[config.mk]
export PLATFORM = sky130hd
export DESIGN_NAME = servo_status_packet_deframer
export DESIGN_NICKNAME = d
export VERILOG_FILES = /design/src/rtl/ssd_pkg.sv /design/src/rtl/ssd_ram.sv /design/src/rtl/ssd_ctrl.sv /design/src/rtl/ssd_dp.sv /design/src/rtl/servo_status_packet_deframer.sv
export SDC_FILE = /design/constraint.sdc
export NUM_CORES = 1
export LEC_CHECK = 0
export BUFFER_PORTS_ARGS = -buffer_cell sky130_fd_sc_hd__buf_2
export CAP_MARGIN = 20
export CORE_ASPECT_RATIO = 1.1
export CORE_MARGIN = 5
export CORE_UTILIZATION = 29
export DETAILED_ROUTE_END_ITERATION = 10
export PLACE_DENSITY = 0.4
export SYNTH_ARGS = -nofsm -noshare
export SYNTH_HDL_FRONTEND = slang
export SYNTH_SLANG_ARGS = --single-unit
[constraint.sdc]
create_clock -name clk -period 12.1 [get_ports clk]
set_input_delay 1.815 -clock clk [delete_from_list [all_inputs] [get_ports clk]]
set_output_delay 1.815 -clock clk [all_outputs]
set_load 0.02 [all_outputs]
[src/rtl/ssd_pkg.sv]
// ----------------------------------------------------------------------------
// ssd_pkg
// Shared constants, codes and types of the servo status packet deframer.
// ----------------------------------------------------------------------------
package ssd_pkg;

  // Parameter buffer depth and derived widths
  localparam int MAX_PARAMS = 32;
  localparam int RES_CAP    = 32;
  localparam int IDX_W      = $clog2(MAX_PARAMS);
  localparam int CNT_W      = $clog2(MAX_PARAMS + 1);

  localparam logic [7:0] HDR_BYTE     = 8'hFF;
  localparam logic [7:0] MIN_LEN      = 8'd2;
  localparam logic [8:0] LEN_OVERHEAD = 9'd4;

  // Configuration register indexes
  localparam logic [1:0] CFG_EXPECTED_ID   = 2'd0;
  localparam logic [1:0] CFG_MAX_TOTAL_LEN = 2'd1;
  localparam logic [1:0] CFG_REQUESTED_LEN = 2'd2;

  // Status codes
  localparam logic [2:0] ST_OK        = 3'd0;
  localparam logic [2:0] ST_BAD_HDR   = 3'd1;
  localparam logic [2:0] ST_TOO_LONG  = 3'd2;
  localparam logic [2:0] ST_BAD_LEN   = 3'd3;
  localparam logic [2:0] ST_CHECKSUM  = 3'd4;
  localparam logic [2:0] ST_ID_MISM   = 3'd5;
  localparam logic [2:0] ST_SERVO_ERR = 3'd6;

  typedef struct packed {
    logic       kind;
    logic [7:0] data_byte;
    logic [4:0] param_index;
    logic [2:0] status_code;
    logic [7:0] servo_id;
    logic [7:0] servo_error;
    logic [5:0] param_count;
    logic       last;
  } res_t;

  // Controller to datapath
  typedef struct packed {
    logic       ld_id;
    logic       ld_len;
    logic       ld_err;
    logic       ld_param;
    logic       clr_sum;
    logic       emit_clr;
    logic       emit_inc;
    logic       push;
    logic       push_param;
    logic [2:0] push_code;
  } cmd_t;

  // Datapath to controller
  typedef struct packed {
    logic is_ff;
    logic too_long;
    logic short_len;
    logic no_params;
    logic last_param;
    logic csum_ok;
    logic id_ok;
    logic err_zero;
    logic emit_done;
    logic fifo_full;
  } sts_t;

endpackage

[src/rtl/ssd_ram.sv]
// ----------------------------------------------------------------------------
// ssd_ram
// Generic single write port RAM with one registered read port.
// ----------------------------------------------------------------------------
module ssd_ram #(
  parameter int WIDTH = 8,
  parameter int DEPTH = 32
) (
  input  logic                     clk,
  input  logic                     we,
  input  logic [$clog2(DEPTH)-1:0] waddr,
  input  logic [WIDTH-1:0]         wdata,
  input  logic [$clog2(DEPTH)-1:0] raddr,
  output logic [WIDTH-1:0]         rdata
);

  logic [WIDTH-1:0] mem_r [DEPTH];
  logic [WIDTH-1:0] rdata_r;

  always_ff @(posedge clk) begin
    if (we) begin
      mem_r[waddr] <= wdata;
    end
    rdata_r <= mem_r[raddr];
  end

  assign rdata = rdata_r;

endmodule

[src/rtl/ssd_ctrl.sv]
// ----------------------------------------------------------------------------
// ssd_ctrl
// Packet phase sequencer: walks the header, id, length, error, parameter and
// checksum bytes, then drives the parameter burst and the final status.
// ----------------------------------------------------------------------------
module ssd_ctrl (
  input  logic          clk,
  input  logic          rst_n,
  input  logic          in_valid,
  output logic          in_stall,
  input  ssd_pkg::sts_t sts,
  output ssd_pkg::cmd_t cmd
);
  import ssd_pkg::*;

  localparam logic [3:0] S_HDR1      = 4'd0;
  localparam logic [3:0] S_HDR2      = 4'd1;
  localparam logic [3:0] S_ID        = 4'd2;
  localparam logic [3:0] S_LEN       = 4'd3;
  localparam logic [3:0] S_ERR       = 4'd4;
  localparam logic [3:0] S_PARAM     = 4'd5;
  localparam logic [3:0] S_CSUM      = 4'd6;
  localparam logic [3:0] S_EMIT_WAIT = 4'd7;
  localparam logic [3:0] S_EMIT_PUSH = 4'd8;
  localparam logic [3:0] S_STATUS    = 4'd9;

  logic [3:0] state_r, state_nxt;
  logic       rx_phase;
  logic       accept;

  assign rx_phase = (state_r <= S_CSUM);
  assign in_stall = !(rx_phase && !sts.fifo_full);
  assign accept   = in_valid && !in_stall;

  always_comb begin
    state_nxt = state_r;
    cmd       = '0;
    unique case (state_r)
      S_HDR1: begin
        if (accept) begin
          if (sts.is_ff) begin
            state_nxt = S_HDR2;
          end else begin
            cmd.push      = 1'b1;
            cmd.push_code = ST_BAD_HDR;
          end
        end
      end
      S_HDR2: begin
        if (accept) begin
          if (sts.is_ff) begin
            cmd.clr_sum = 1'b1;
            state_nxt   = S_ID;
          end else begin
            cmd.push      = 1'b1;
            cmd.push_code = ST_BAD_HDR;
            state_nxt     = S_HDR1;
          end
        end
      end
      S_ID: begin
        if (accept) begin
          cmd.ld_id = 1'b1;
          state_nxt = S_LEN;
        end
      end
      S_LEN: begin
        if (accept) begin
          cmd.ld_len = 1'b1;
          if (sts.too_long) begin
            cmd.push      = 1'b1;
            cmd.push_code = ST_TOO_LONG;
            state_nxt     = S_HDR1;
          end else if (sts.short_len) begin
            cmd.push      = 1'b1;
            cmd.push_code = ST_BAD_LEN;
            state_nxt     = S_HDR1;
          end else begin
            state_nxt = S_ERR;
          end
        end
      end
      S_ERR: begin
        if (accept) begin
          cmd.ld_err = 1'b1;
          state_nxt  = sts.no_params ? S_CSUM : S_PARAM;
        end
      end
      S_PARAM: begin
        if (accept) begin
          cmd.ld_param = 1'b1;
          if (sts.last_param) begin
            state_nxt = S_CSUM;
          end
        end
      end
      S_CSUM: begin
        if (accept) begin
          if (!sts.csum_ok) begin
            cmd.push      = 1'b1;
            cmd.push_code = ST_CHECKSUM;
            state_nxt     = S_HDR1;
          end else if (!sts.id_ok) begin
            cmd.push      = 1'b1;
            cmd.push_code = ST_ID_MISM;
            state_nxt     = S_HDR1;
          end else if (!sts.err_zero) begin
            cmd.push      = 1'b1;
            cmd.push_code = ST_SERVO_ERR;
            state_nxt     = S_HDR1;
          end else begin
            cmd.emit_clr = 1'b1;
            state_nxt    = S_EMIT_WAIT;
          end
        end
      end
      S_EMIT_WAIT: begin
        // wait here for the registered buffer read to land
        state_nxt = sts.emit_done ? S_STATUS : S_EMIT_PUSH;
      end
      S_EMIT_PUSH: begin
        if (!sts.fifo_full) begin
          cmd.push       = 1'b1;
          cmd.push_param = 1'b1;
          cmd.push_code  = ST_OK;
          cmd.emit_inc   = 1'b1;
          state_nxt      = S_EMIT_WAIT;
        end
      end
      S_STATUS: begin
        if (!sts.fifo_full) begin
          cmd.push      = 1'b1;
          cmd.push_code = ST_OK;
          state_nxt     = S_HDR1;
        end
      end
      default: begin
        state_nxt = S_HDR1;
      end
    endcase
  end

  always_ff @(posedge clk) begin
    if (!rst_n) begin
      state_r <= S_HDR1;
    end else begin
      state_r <= state_nxt;
    end
  end

endmodule

[src/rtl/ssd_dp.sv]
// ----------------------------------------------------------------------------
// ssd_dp
// Datapath: configuration registers, packet fields, running sum, parameter
// buffer and a two-word result queue in front of the output.
// ----------------------------------------------------------------------------
module ssd_dp (
  input  logic          clk,
  input  logic          rst_n,
  input  logic          cfg_we,
  input  logic [1:0]    cfg_index,
  input  logic [7:0]    cfg_data,
  input  logic [7:0]    in_rx_byte,
  input  ssd_pkg::cmd_t cmd,
  output ssd_pkg::sts_t sts,
  output logic          out_valid,
  input  logic          out_stall,
  output ssd_pkg::res_t res
);
  import ssd_pkg::*;

  logic [7:0]       exp_id_r, max_len_r;
  logic [5:0]       req_len_r;
  logic [7:0]       sum_r, sum_nxt;
  logic [7:0]       id_r, id_nxt;
  logic [7:0]       len_r, len_nxt;
  logic [7:0]       err_r, err_nxt;
  logic [CNT_W-1:0] pos_r, pos_nxt;
  logic [CNT_W-1:0] emit_r, emit_nxt;
  logic [CNT_W-1:0] pos_inc;
  logic [7:0]       len_m2;
  logic [7:0]       n_a;
  logic [CNT_W-1:0] nparams;
  logic [7:0]       ram_rdata;

  res_t       fifo_r [2];
  logic       wr_ptr_r, rd_ptr_r;
  logic [1:0] cnt_r, cnt_nxt;
  logic       pop;
  res_t       push_word;

  // Configuration
  always_ff @(posedge clk) begin
    if (!rst_n) begin
      exp_id_r  <= 8'd1;
      max_len_r <= 8'd64;
      req_len_r <= 6'd2;
    end else if (cfg_we) begin
      unique case (cfg_index)
        CFG_EXPECTED_ID:   exp_id_r  <= cfg_data;
        CFG_MAX_TOTAL_LEN: max_len_r <= cfg_data;
        CFG_REQUESTED_LEN: req_len_r <= cfg_data[5:0];
        default: ;
      endcase
    end
  end

  // Packet fields
  assign pos_inc = pos_r + 1'b1;
  assign len_m2  = len_r - MIN_LEN;

  always_comb begin
    sum_nxt  = sum_r;
    id_nxt   = id_r;
    len_nxt  = len_r;
    err_nxt  = err_r;
    pos_nxt  = pos_r;
    emit_nxt = emit_r;
    if (cmd.clr_sum) begin
      sum_nxt = '0;
    end
    if (cmd.ld_id || cmd.ld_len || cmd.ld_err || cmd.ld_param) begin
      sum_nxt = sum_r + in_rx_byte;
    end
    if (cmd.ld_id) begin
      id_nxt  = in_rx_byte;
      err_nxt = '0;
    end
    if (cmd.ld_len) begin
      len_nxt = in_rx_byte;
    end
    if (cmd.ld_err) begin
      err_nxt = in_rx_byte;
      pos_nxt = '0;
    end
    if (cmd.ld_param) begin
      pos_nxt = pos_inc;
    end
    if (cmd.emit_clr) begin
      emit_nxt = '0;
    end else if (cmd.emit_inc) begin
      emit_nxt = emit_r + 1'b1;
    end
  end

  always_ff @(posedge clk) begin
    if (!rst_n) begin
      sum_r  <= '0;
      id_r   <= '0;
      len_r  <= '0;
      err_r  <= '0;
      pos_r  <= '0;
      emit_r <= '0;
    end else begin
      sum_r  <= sum_nxt;
      id_r   <= id_nxt;
      len_r  <= len_nxt;
      err_r  <= err_nxt;
      pos_r  <= pos_nxt;
      emit_r <= emit_nxt;
    end
  end

  // Returned count: least of received, requested and cap
  always_comb begin
    n_a = len_m2;
    if (8'(req_len_r) < n_a) begin
      n_a = 8'(req_len_r);
    end
    if (n_a > 8'(RES_CAP)) begin
      n_a = 8'(RES_CAP);
    end
    if (n_a > 8'(MAX_PARAMS)) begin
      n_a = 8'(MAX_PARAMS);
    end
    nparams = n_a[CNT_W-1:0];
  end

  ssd_ram #(
    .WIDTH (8),
    .DEPTH (MAX_PARAMS)
  ) u_buf (
    .clk   (clk),
    .we    (cmd.ld_param),
    .waddr (pos_r[IDX_W-1:0]),
    .wdata (in_rx_byte),
    .raddr (emit_r[IDX_W-1:0]),
    .rdata (ram_rdata)
  );

  // Status toward the controller
  always_comb begin
    sts            = '0;
    sts.is_ff      = (in_rx_byte == HDR_BYTE);
    sts.too_long   = ((9'(in_rx_byte) + LEN_OVERHEAD) > 9'(max_len_r)) ||
                     (in_rx_byte > 8'(MAX_PARAMS + 2));
    sts.short_len  = (in_rx_byte < MIN_LEN);
    sts.no_params  = (len_r == MIN_LEN);
    sts.last_param = (8'(pos_inc) >= len_m2);
    sts.csum_ok    = (in_rx_byte == ~sum_r);
    sts.id_ok      = (id_r == exp_id_r);
    sts.err_zero   = (err_r == 8'd0);
    sts.emit_done  = (emit_r == nparams);
    sts.fifo_full  = (cnt_r == 2'd2);
  end

  // Result word assembly
  always_comb begin
    push_word = '0;
    if (cmd.push_param) begin
      push_word.kind        = 1'b0;
      push_word.data_byte   = ram_rdata;
      push_word.param_index = 5'(emit_r);
      push_word.status_code = ST_OK;
      push_word.servo_id    = id_r;
      push_word.param_count = 6'(nparams);
    end else begin
      push_word.kind        = 1'b1;
      push_word.status_code = cmd.push_code;
      push_word.servo_id    = (cmd.push_code == ST_BAD_HDR) ? 8'd0 : id_r;
      push_word.servo_error = (cmd.push_code == ST_BAD_HDR) ? 8'd0 : err_r;
      push_word.param_count = (cmd.push_code == ST_OK) ? 6'(nparams) : 6'd0;
      push_word.last        = 1'b1;
    end
  end

  // Two-word output queue
  assign out_valid = (cnt_r != 2'd0);
  assign pop       = out_valid && !out_stall;
  assign res       = fifo_r[rd_ptr_r];

  always_comb begin
    cnt_nxt = cnt_r;
    if (cmd.push && !pop) begin
      cnt_nxt = cnt_r + 2'd1;
    end else if (!cmd.push && pop) begin
      cnt_nxt = cnt_r - 2'd1;
    end
  end

  always_ff @(posedge clk) begin
    if (!rst_n) begin
      cnt_r    <= '0;
      wr_ptr_r <= 1'b0;
      rd_ptr_r <= 1'b0;
    end else begin
      cnt_r <= cnt_nxt;
      if (cmd.push) begin
        wr_ptr_r <= !wr_ptr_r;
      end
      if (pop) begin
        rd_ptr_r <= !rd_ptr_r;
      end
    end
  end

  always_ff @(posedge clk) begin
    if (cmd.push) begin
      fifo_r[wr_ptr_r] <= push_word;
    end
  end

endmodule

[src/rtl/servo_status_packet_deframer.sv]
// ----------------------------------------------------------------------------
// servo_status_packet_deframer
// Parses status packets (FF FF id length error params checksum) from a
// received byte stream and returns parameter words plus one status word.
// ----------------------------------------------------------------------------
// One received byte is taken per cycle while a packet is being parsed, as
// long as the two-word output queue has room; a bad header byte, an
// oversized or short length, and a failing checksum, id or servo error each
// queue a single status word in the cycle the byte is taken, and the next
// byte can be taken while that status word still waits on the output.
// After a good checksum the input stalls for the parameter burst: each
// parameter word is first read from the registered buffer and then
// queued, the closing status word follows, and the output side can stall
// the burst. The user must write configuration only while no packet is in
// flight; the block itself does not enforce this.
module servo_status_packet_deframer (
  input  logic       clk,
  input  logic       rst_n,
  // configuration
  input  logic       cfg_we,
  input  logic [1:0] cfg_index,
  input  logic [7:0] cfg_data,
  // received bytes
  input  logic       in_valid,
  output logic       in_stall,
  input  logic [7:0] in_rx_byte,
  // result words
  output logic       out_valid,
  input  logic       out_stall,
  output logic       out_kind,
  output logic [7:0] out_data_byte,
  output logic [4:0] out_param_index,
  output logic [2:0] out_status_code,
  output logic [7:0] out_servo_id,
  output logic [7:0] out_servo_error,
  output logic [5:0] out_param_count,
  output logic       out_last
);
  import ssd_pkg::*;

  cmd_t cmd;
  sts_t sts;
  res_t res;

  // Sequencer: owns the packet phase and the burst steps
  ssd_ctrl u_ctrl (
    .clk      (clk),
    .rst_n    (rst_n),
    .in_valid (in_valid),
    .in_stall (in_stall),
    .sts      (sts),
    .cmd      (cmd)
  );

  // Datapath: fields, sum, buffer and output queue
  ssd_dp u_dp (
    .clk        (clk),
    .rst_n      (rst_n),
    .cfg_we     (cfg_we),
    .cfg_index  (cfg_index),
    .cfg_data   (cfg_data),
    .in_rx_byte (in_rx_byte),
    .cmd        (cmd),
    .sts        (sts),
    .out_valid  (out_valid),
    .out_stall  (out_stall),
    .res        (res)
  );

  // Unpack the head word onto the ports
  assign out_kind        = res.kind;
  assign out_data_byte   = res.data_byte;
  assign out_param_index = res.param_index;
  assign out_status_code = res.status_code;
  assign out_servo_id    = res.servo_id;
  assign out_servo_error = res.servo_error;
  assign out_param_count = res.param_count;
  assign out_last        = res.last;

  // Never queue a word into a full output queue
  a_no_overflow: assert property (@(posedge clk) disable iff (!rst_n)
    cmd.push |-> !sts.fifo_full)
    else $error("result queued while output queue full");

  // Input is held off whenever the queue is full
  a_stall_on_full: assert property (@(posedge clk) disable iff (!rst_n)
    sts.fifo_full |-> in_stall)
    else $error("input open while output queue full");

  // A parameter word always sits below its returned count
  a_param_index: assert property (@(posedge clk) disable iff (!rst_n)
    (out_valid && !out_kind) |-> (6'(out_param_index) < out_param_count && !out_last))
    else $error("parameter word index out of range");

  // A failed packet returns no parameters
  a_fail_count: assert property (@(posedge clk) disable iff (!rst_n)
    (out_valid && out_kind && out_status_code != ST_OK) |-> (out_param_count == 6'd0))
    else $error("failed packet reports nonzero count");

endmodule

==> results by stage <==
Run status:
- The flow ran to the end, and the final reports show no timing, DRC or antenna violations.

Pwr:
- Power spread over the standard cell area amounts to 162 nW/um^2.
- VDD sags by at most 0.0982 mV.
- The internal power is 2560 uW.
- The share of power burned in the clock network is 43.1%.
- The switching portion of total power is 23.6%.
- Combinational logic is responsible for 8.5% of the overall power.
- After layout, the design draws a total of 3350 uW.
- The leakage power of the design is 0.00688 uW.
- Per report_power, the sequential group accounts for 48.5% of the total.
- Summed over all nets, the switching power comes to 792 uW.

Layout:
- u_dp.u_buf.mem_r holds more flip-flops than any other register.
- The area growth from synthesis to layout is 16.2%.
- The final instance area is 20700 um^2.
- The share of cells above drive strength 1 is 23.3%.
- The register with the most flip-flops in the layout has 256 of them.
- 0 antenna diodes ended up in the layout.
- The net count of the finished layout is 1300.
- The largest registers in the layout are u_dp.u_buf.mem_r x256, u_dp.fifo_r x78.
- Measured on the finished design, the core utilization comes to 33.9%.
- After filler insertion, the fill cell instance count of the layout stands at 5900.

Detailed routing:
- The first TritonRoute pass finished after 4 iterations.
- For this run, design rule violations remaining after detail routing come to 0.
- The via density per instance is 4.72.
- For this block, the via count after detailed routing is 9932.
- The final antenna-violating net count is 0.
- The mean routed wirelength per cell is 21.5 um.
- The detailed router finished its first iteration with 667 violations.
- After detailed routing, the total wire length is 45200 um.

Placed design:
- Once detailed placement completed, the half-perimeter wirelength came to 29600 um.
- At the placement stage, the worst setup path has a slack of 6410 ps.
- The placed instances occupy a cell area of 19100 um^2.
- Port buffering added 64 buffers.
- The placer congestion estimate is 0.811.

Synth:
- The netlist uses 72 different library cells.
- The count of flip-flops with a built-in enable after synthesis is 334.
- The synthesized area divided by synthesized cell count is 15.3 um^2.
- The cell area that synthesis handed to floorplanning was 17800 um^2.
- Summing the areas of all compound-gate instances in the mapped netlist gives 5.35% of the synthesized area.
- The number of nets handed over by synthesis was 1221.
- Of the post-synthesis cell area, the part taken by muxes is 14.6%.
- After Yosys synthesis, XOR and XNOR cells account for 1.87% of the synthesized area.
- Of the total synthesized cell area, the portion taken by full adders, half adders and majority gates is 2.67%.
- For this run, the number of Yosys warnings is 0.
- The area share of the largest cell type after synthesis is 56.3%.
- The top cell type by total area after synthesis is sky130_fd_sc_hd__edfxtp_1.
- The flip-flop and latch count after synthesis is 417.
- By area the synthesized netlist is led by sky130_fd_sc_hd__edfxtp_1 (56%), sky130_fd_sc_hd__mux4_2 (10%), sky130_fd_sc_hd__dfxtp_1 (9.3%).
- For this run, the register share of the synthesized area comes to 65.7%.
- The basic-gate share of the synthesized area counting and, or, nand and nor cells is 8.01%.
- The count of mapped cells out of synthesis is 1163.
- Counting flops with an async set or reset pin after synthesis yields a share of 0%.
- By area, the combinational part of the netlist is dominated by multiplexers.
- Among all flip-flop cells after synthesis, the most frequent one is sky130_fd_sc_hd__edfxtp_1.

STA:
- The worst pin sits at a relative slew slack of 29.7%.
- The clock period could shrink to 5100 ps.
- Between clock sinks in the finished design, the worst skew comes to 33.5 ps.
- The actual slew at the worst max-slew pin is 1050 ps.
- Static timing analysis puts the maximum clock frequency at 0.196 GHz.
- The portion of the clock cycle consumed by the worst path in the final layout is 42.2%.
- The hold violation count in the final report is 0.
- The total negative slack for setup checks is 0 ps.
- The max-slew violation total from the final report was 0.
- The setup slack of the critical path after layout is 7000 ps.
- Setup repair after global routing left no endpoint under its margin.
- The final-report setup violation count is 0.

Critical path:
- By startpoint and endpoint, the worst setup path is classified as input port to register.
- Of all nets on the critical path, the largest fanout is 41.
- STA classifies the critical path endpoint as a register.
- Data on the critical path is required at its endpoint by 12620 ps.
- The critical path launch point type is an input port.
- STA puts the critical path data arrival time at 5620 ps.

Global routing:
- The wire length of the first global-routing pass is 67900 um.
- The overflow left after global routing is 0.
- The via count of the first global-routing pass is 10300.
- Entering global routing, the biggest net connects 51 pins.
- Across every metal layer, demand over resource in global routing totals 13.5%.
- The initial antenna violation count is 0.

Clock network:
- The maximum root-to-sink buffer count is 3.
- The clock reaches the later pin of the worst-skew pair after 600 ps.
- The CTS root buffer is sky130_fd_sc_hd__clkbuf_16.
- TritonCTS built the clock tree.
- CTS saw 417 sinks.
- Clock tree synthesis inserted a total of 48 buffers.
- The H-tree depth reported by CTS is 2.
- The clock transition time at the flip-flop clock pins of the worst setup and hold paths is 60 ps.
- In this run, post-CTS hold repair placed 0 buffers.
- After clock tree synthesis, the setup repair step added 0 buffers.
- Post-CTS repair changed the size of 0 cells.

Floorplan:
- The effective utilization at floorplan is 29.2%.
- The horizontal die dimension is 246 um.
- The total I/O pin count is 65.
- The core outline area is 61000 um^2.
- The number of rows created at floorplan is 95.
- The die is 270 um tall.
- The die covers 66400 um^2.

Hold path:
- The kind of path behind the tightest hold check is register to register.

Flow run:
- The max-capacitance violation count is 0.
layout make-up:
class | instances | area [um^2] | area share (%)
timing repair buffer | 85 | 492 | 2.38
clock inverter | 29 | 335 | 1.62
inverter | 26 | 97.6 | 0.472
clock buffer | 58 | 1240 | 5.99
multi-input combinational | 664 | 5790 | 28.0
sequential | 417 | 11700 | 56.6
tap | 824 | 1030 | 4.98
worst max-delay path: stages:
cell	delay (ps)
sky130_fd_sc_hd__buf_2	620
sky130_fd_sc_hd__nand3_1	240
sky130_fd_sc_hd__nor3_1	240
sky130_fd_sc_hd__xor2_1	100
sky130_fd_sc_hd__ha_1	320
sky130_fd_sc_hd__nand4_1	90
sky130_fd_sc_hd__o22a_1	160
sky130_fd_sc_hd__o32ai_1	450
sky130_fd_sc_hd__a31oi_1	330
sky130_fd_sc_hd__nor2_1	300
sky130_fd_sc_hd__nand2_1	90
sky130_fd_sc_hd__ha_1	340
sky130_fd_sc_hd__or3_1	350
sky130_fd_sc_hd__a21oi_1	150
final timing paths:
kind	start	to	slack, ps	cells after the start
worst max register to register	u_dp.len_r[1]	u_ctrl.state_r[0]	7920	13
worst min register to register	u_dp.id_r[1]	u_dp.id_r[1]	490	2
worst max-delay path	in_rx_byte[5]	u_dp.cnt_r[1]	7000	14
worst min-delay path	u_dp.id_r[1]	u_dp.id_r[1]	490	2
power by group through the flow:
stage	Clock, uW	Sequential (uW)	Combinational (uW)
after floorplan	0	1630	195
after global placement	0	1660	290
after detailed placement	0	1660	293
after CTS	1490	1630	294
after global routing	1550	1630	310
final	1440	1620	284
synthesized netlist by cell type, types with 3 or more instances:
library cell / count
sky130_fd_sc_hd__edfxtp_1: 334
sky130_fd_sc_hd__nor2_1: 126
sky130_fd_sc_hd__dfxtp_1: 83
sky130_fd_sc_hd__mux4_2: 80
sky130_fd_sc_hd__nand2_1: 52
sky130_fd_sc_hd__mux2_2: 47
sky130_fd_sc_hd__clkbuf_1: 41
sky130_fd_sc_hd__a21oi_1: 34
sky130_fd_sc_hd__ha_1: 34
sky130_fd_sc_hd__mux2i_1: 26
sky130_fd_sc_hd__inv_1: 25
sky130_fd_sc_hd__xnor2_1: 22
sky130_fd_sc_hd__o21ai_0: 21
sky130_fd_sc_hd__and2_1: 20
sky130_fd_sc_hd__nand3_1: 18
sky130_fd_sc_hd__nor3_1: 18
sky130_fd_sc_hd__a22oi_1: 16
sky130_fd_sc_hd__xor2_1: 16
sky130_fd_sc_hd__nor2b_1: 15
sky130_fd_sc_hd__buf_1: 9
sky130_fd_sc_hd__a21o_1: 8
sky130_fd_sc_hd__nand4_1: 8
sky130_fd_sc_hd__a211oi_1: 6
sky130_fd_sc_hd__nand3b_1: 6
sky130_fd_sc_hd__nor4_1: 6
sky130_fd_sc_hd__or3_1: 6
sky130_fd_sc_hd__nand2b_1: 5
sky130_fd_sc_hd__o21a_1: 5
sky130_fd_sc_hd__o32ai_1: 4
sky130_fd_sc_hd__a221oi_1: 3
sky130_fd_sc_hd__a31oi_1: 3
sky130_fd_sc_hd__and3_1: 3
sky130_fd_sc_hd__maj3_1: 3
sky130_fd_sc_hd__nor3b_1: 3
sky130_fd_sc_hd__o22ai_1: 3
sky130_fd_sc_hd__or2_2: 3
sky130_fd_sc_hd__or4_4: 3
stage by stage:
step	hold WS [ps]	instances
2_1_floorplan	458	1163
3_3_place_gp	478	2012
3_5_place_dp	484	2013
4_1_cts	492	2100
5_1_grt	505	2103
6_report	491	2103
per-layer routing:
layer  track usage [%]  routed length, um
met5                 0                  0
met4              4.24               1100
met3              1.93               1330
met2              22.9              22500
met1              17.9              20200
cell families (layout without fill, tap and decap cells):
kind of cell	after synthesis	in the layout
AND/OR/NAND/NOR	299	299
buffers and inverters	82	198
multiplexers	153	153
flip-flops	417	417
adder cells (fa/ha/maj)	38	38
AO/OA/AOI/OAI	136	136
XOR/XNOR	38	38
layout by cell type (no fill, tap or decap), types with 8 or more instances in the layout:
cell,instances
sky130_fd_sc_hd__ha_1,34
sky130_fd_sc_hd__nand3_1,18
sky130_fd_sc_hd__nand2_1,52
sky130_fd_sc_hd__a22oi_1,16
sky130_fd_sc_hd__edfxtp_1,334
sky130_fd_sc_hd__clkbuf_16,48
sky130_fd_sc_hd__inv_1,24
sky130_fd_sc_hd__dfxtp_1,80
sky130_fd_sc_hd__clkinv_1,14
sky130_fd_sc_hd__nand4_1,8
sky130_fd_sc_hd__o21ai_0,21
sky130_fd_sc_hd__a21o_1,8
sky130_fd_sc_hd__mux2i_1,26
sky130_fd_sc_hd__buf_2,64
sky130_fd_sc_hd__xor2_1,16
sky130_fd_sc_hd__a21oi_1,33
sky130_fd_sc_hd__nor2b_1,15
sky130_fd_sc_hd__xnor2_1,22
sky130_fd_sc_hd__mux2_2,47
sky130_fd_sc_hd__and2_1,20
sky130_fd_sc_hd__nor3_1,18
sky130_fd_sc_hd__buf_4,18
sky130_fd_sc_hd__nor2_1,126
sky130_fd_sc_hd__mux4_2,80
sky130_fd_sc_hd__clkbuf_1,10
(Power assumes the default switching activity.)
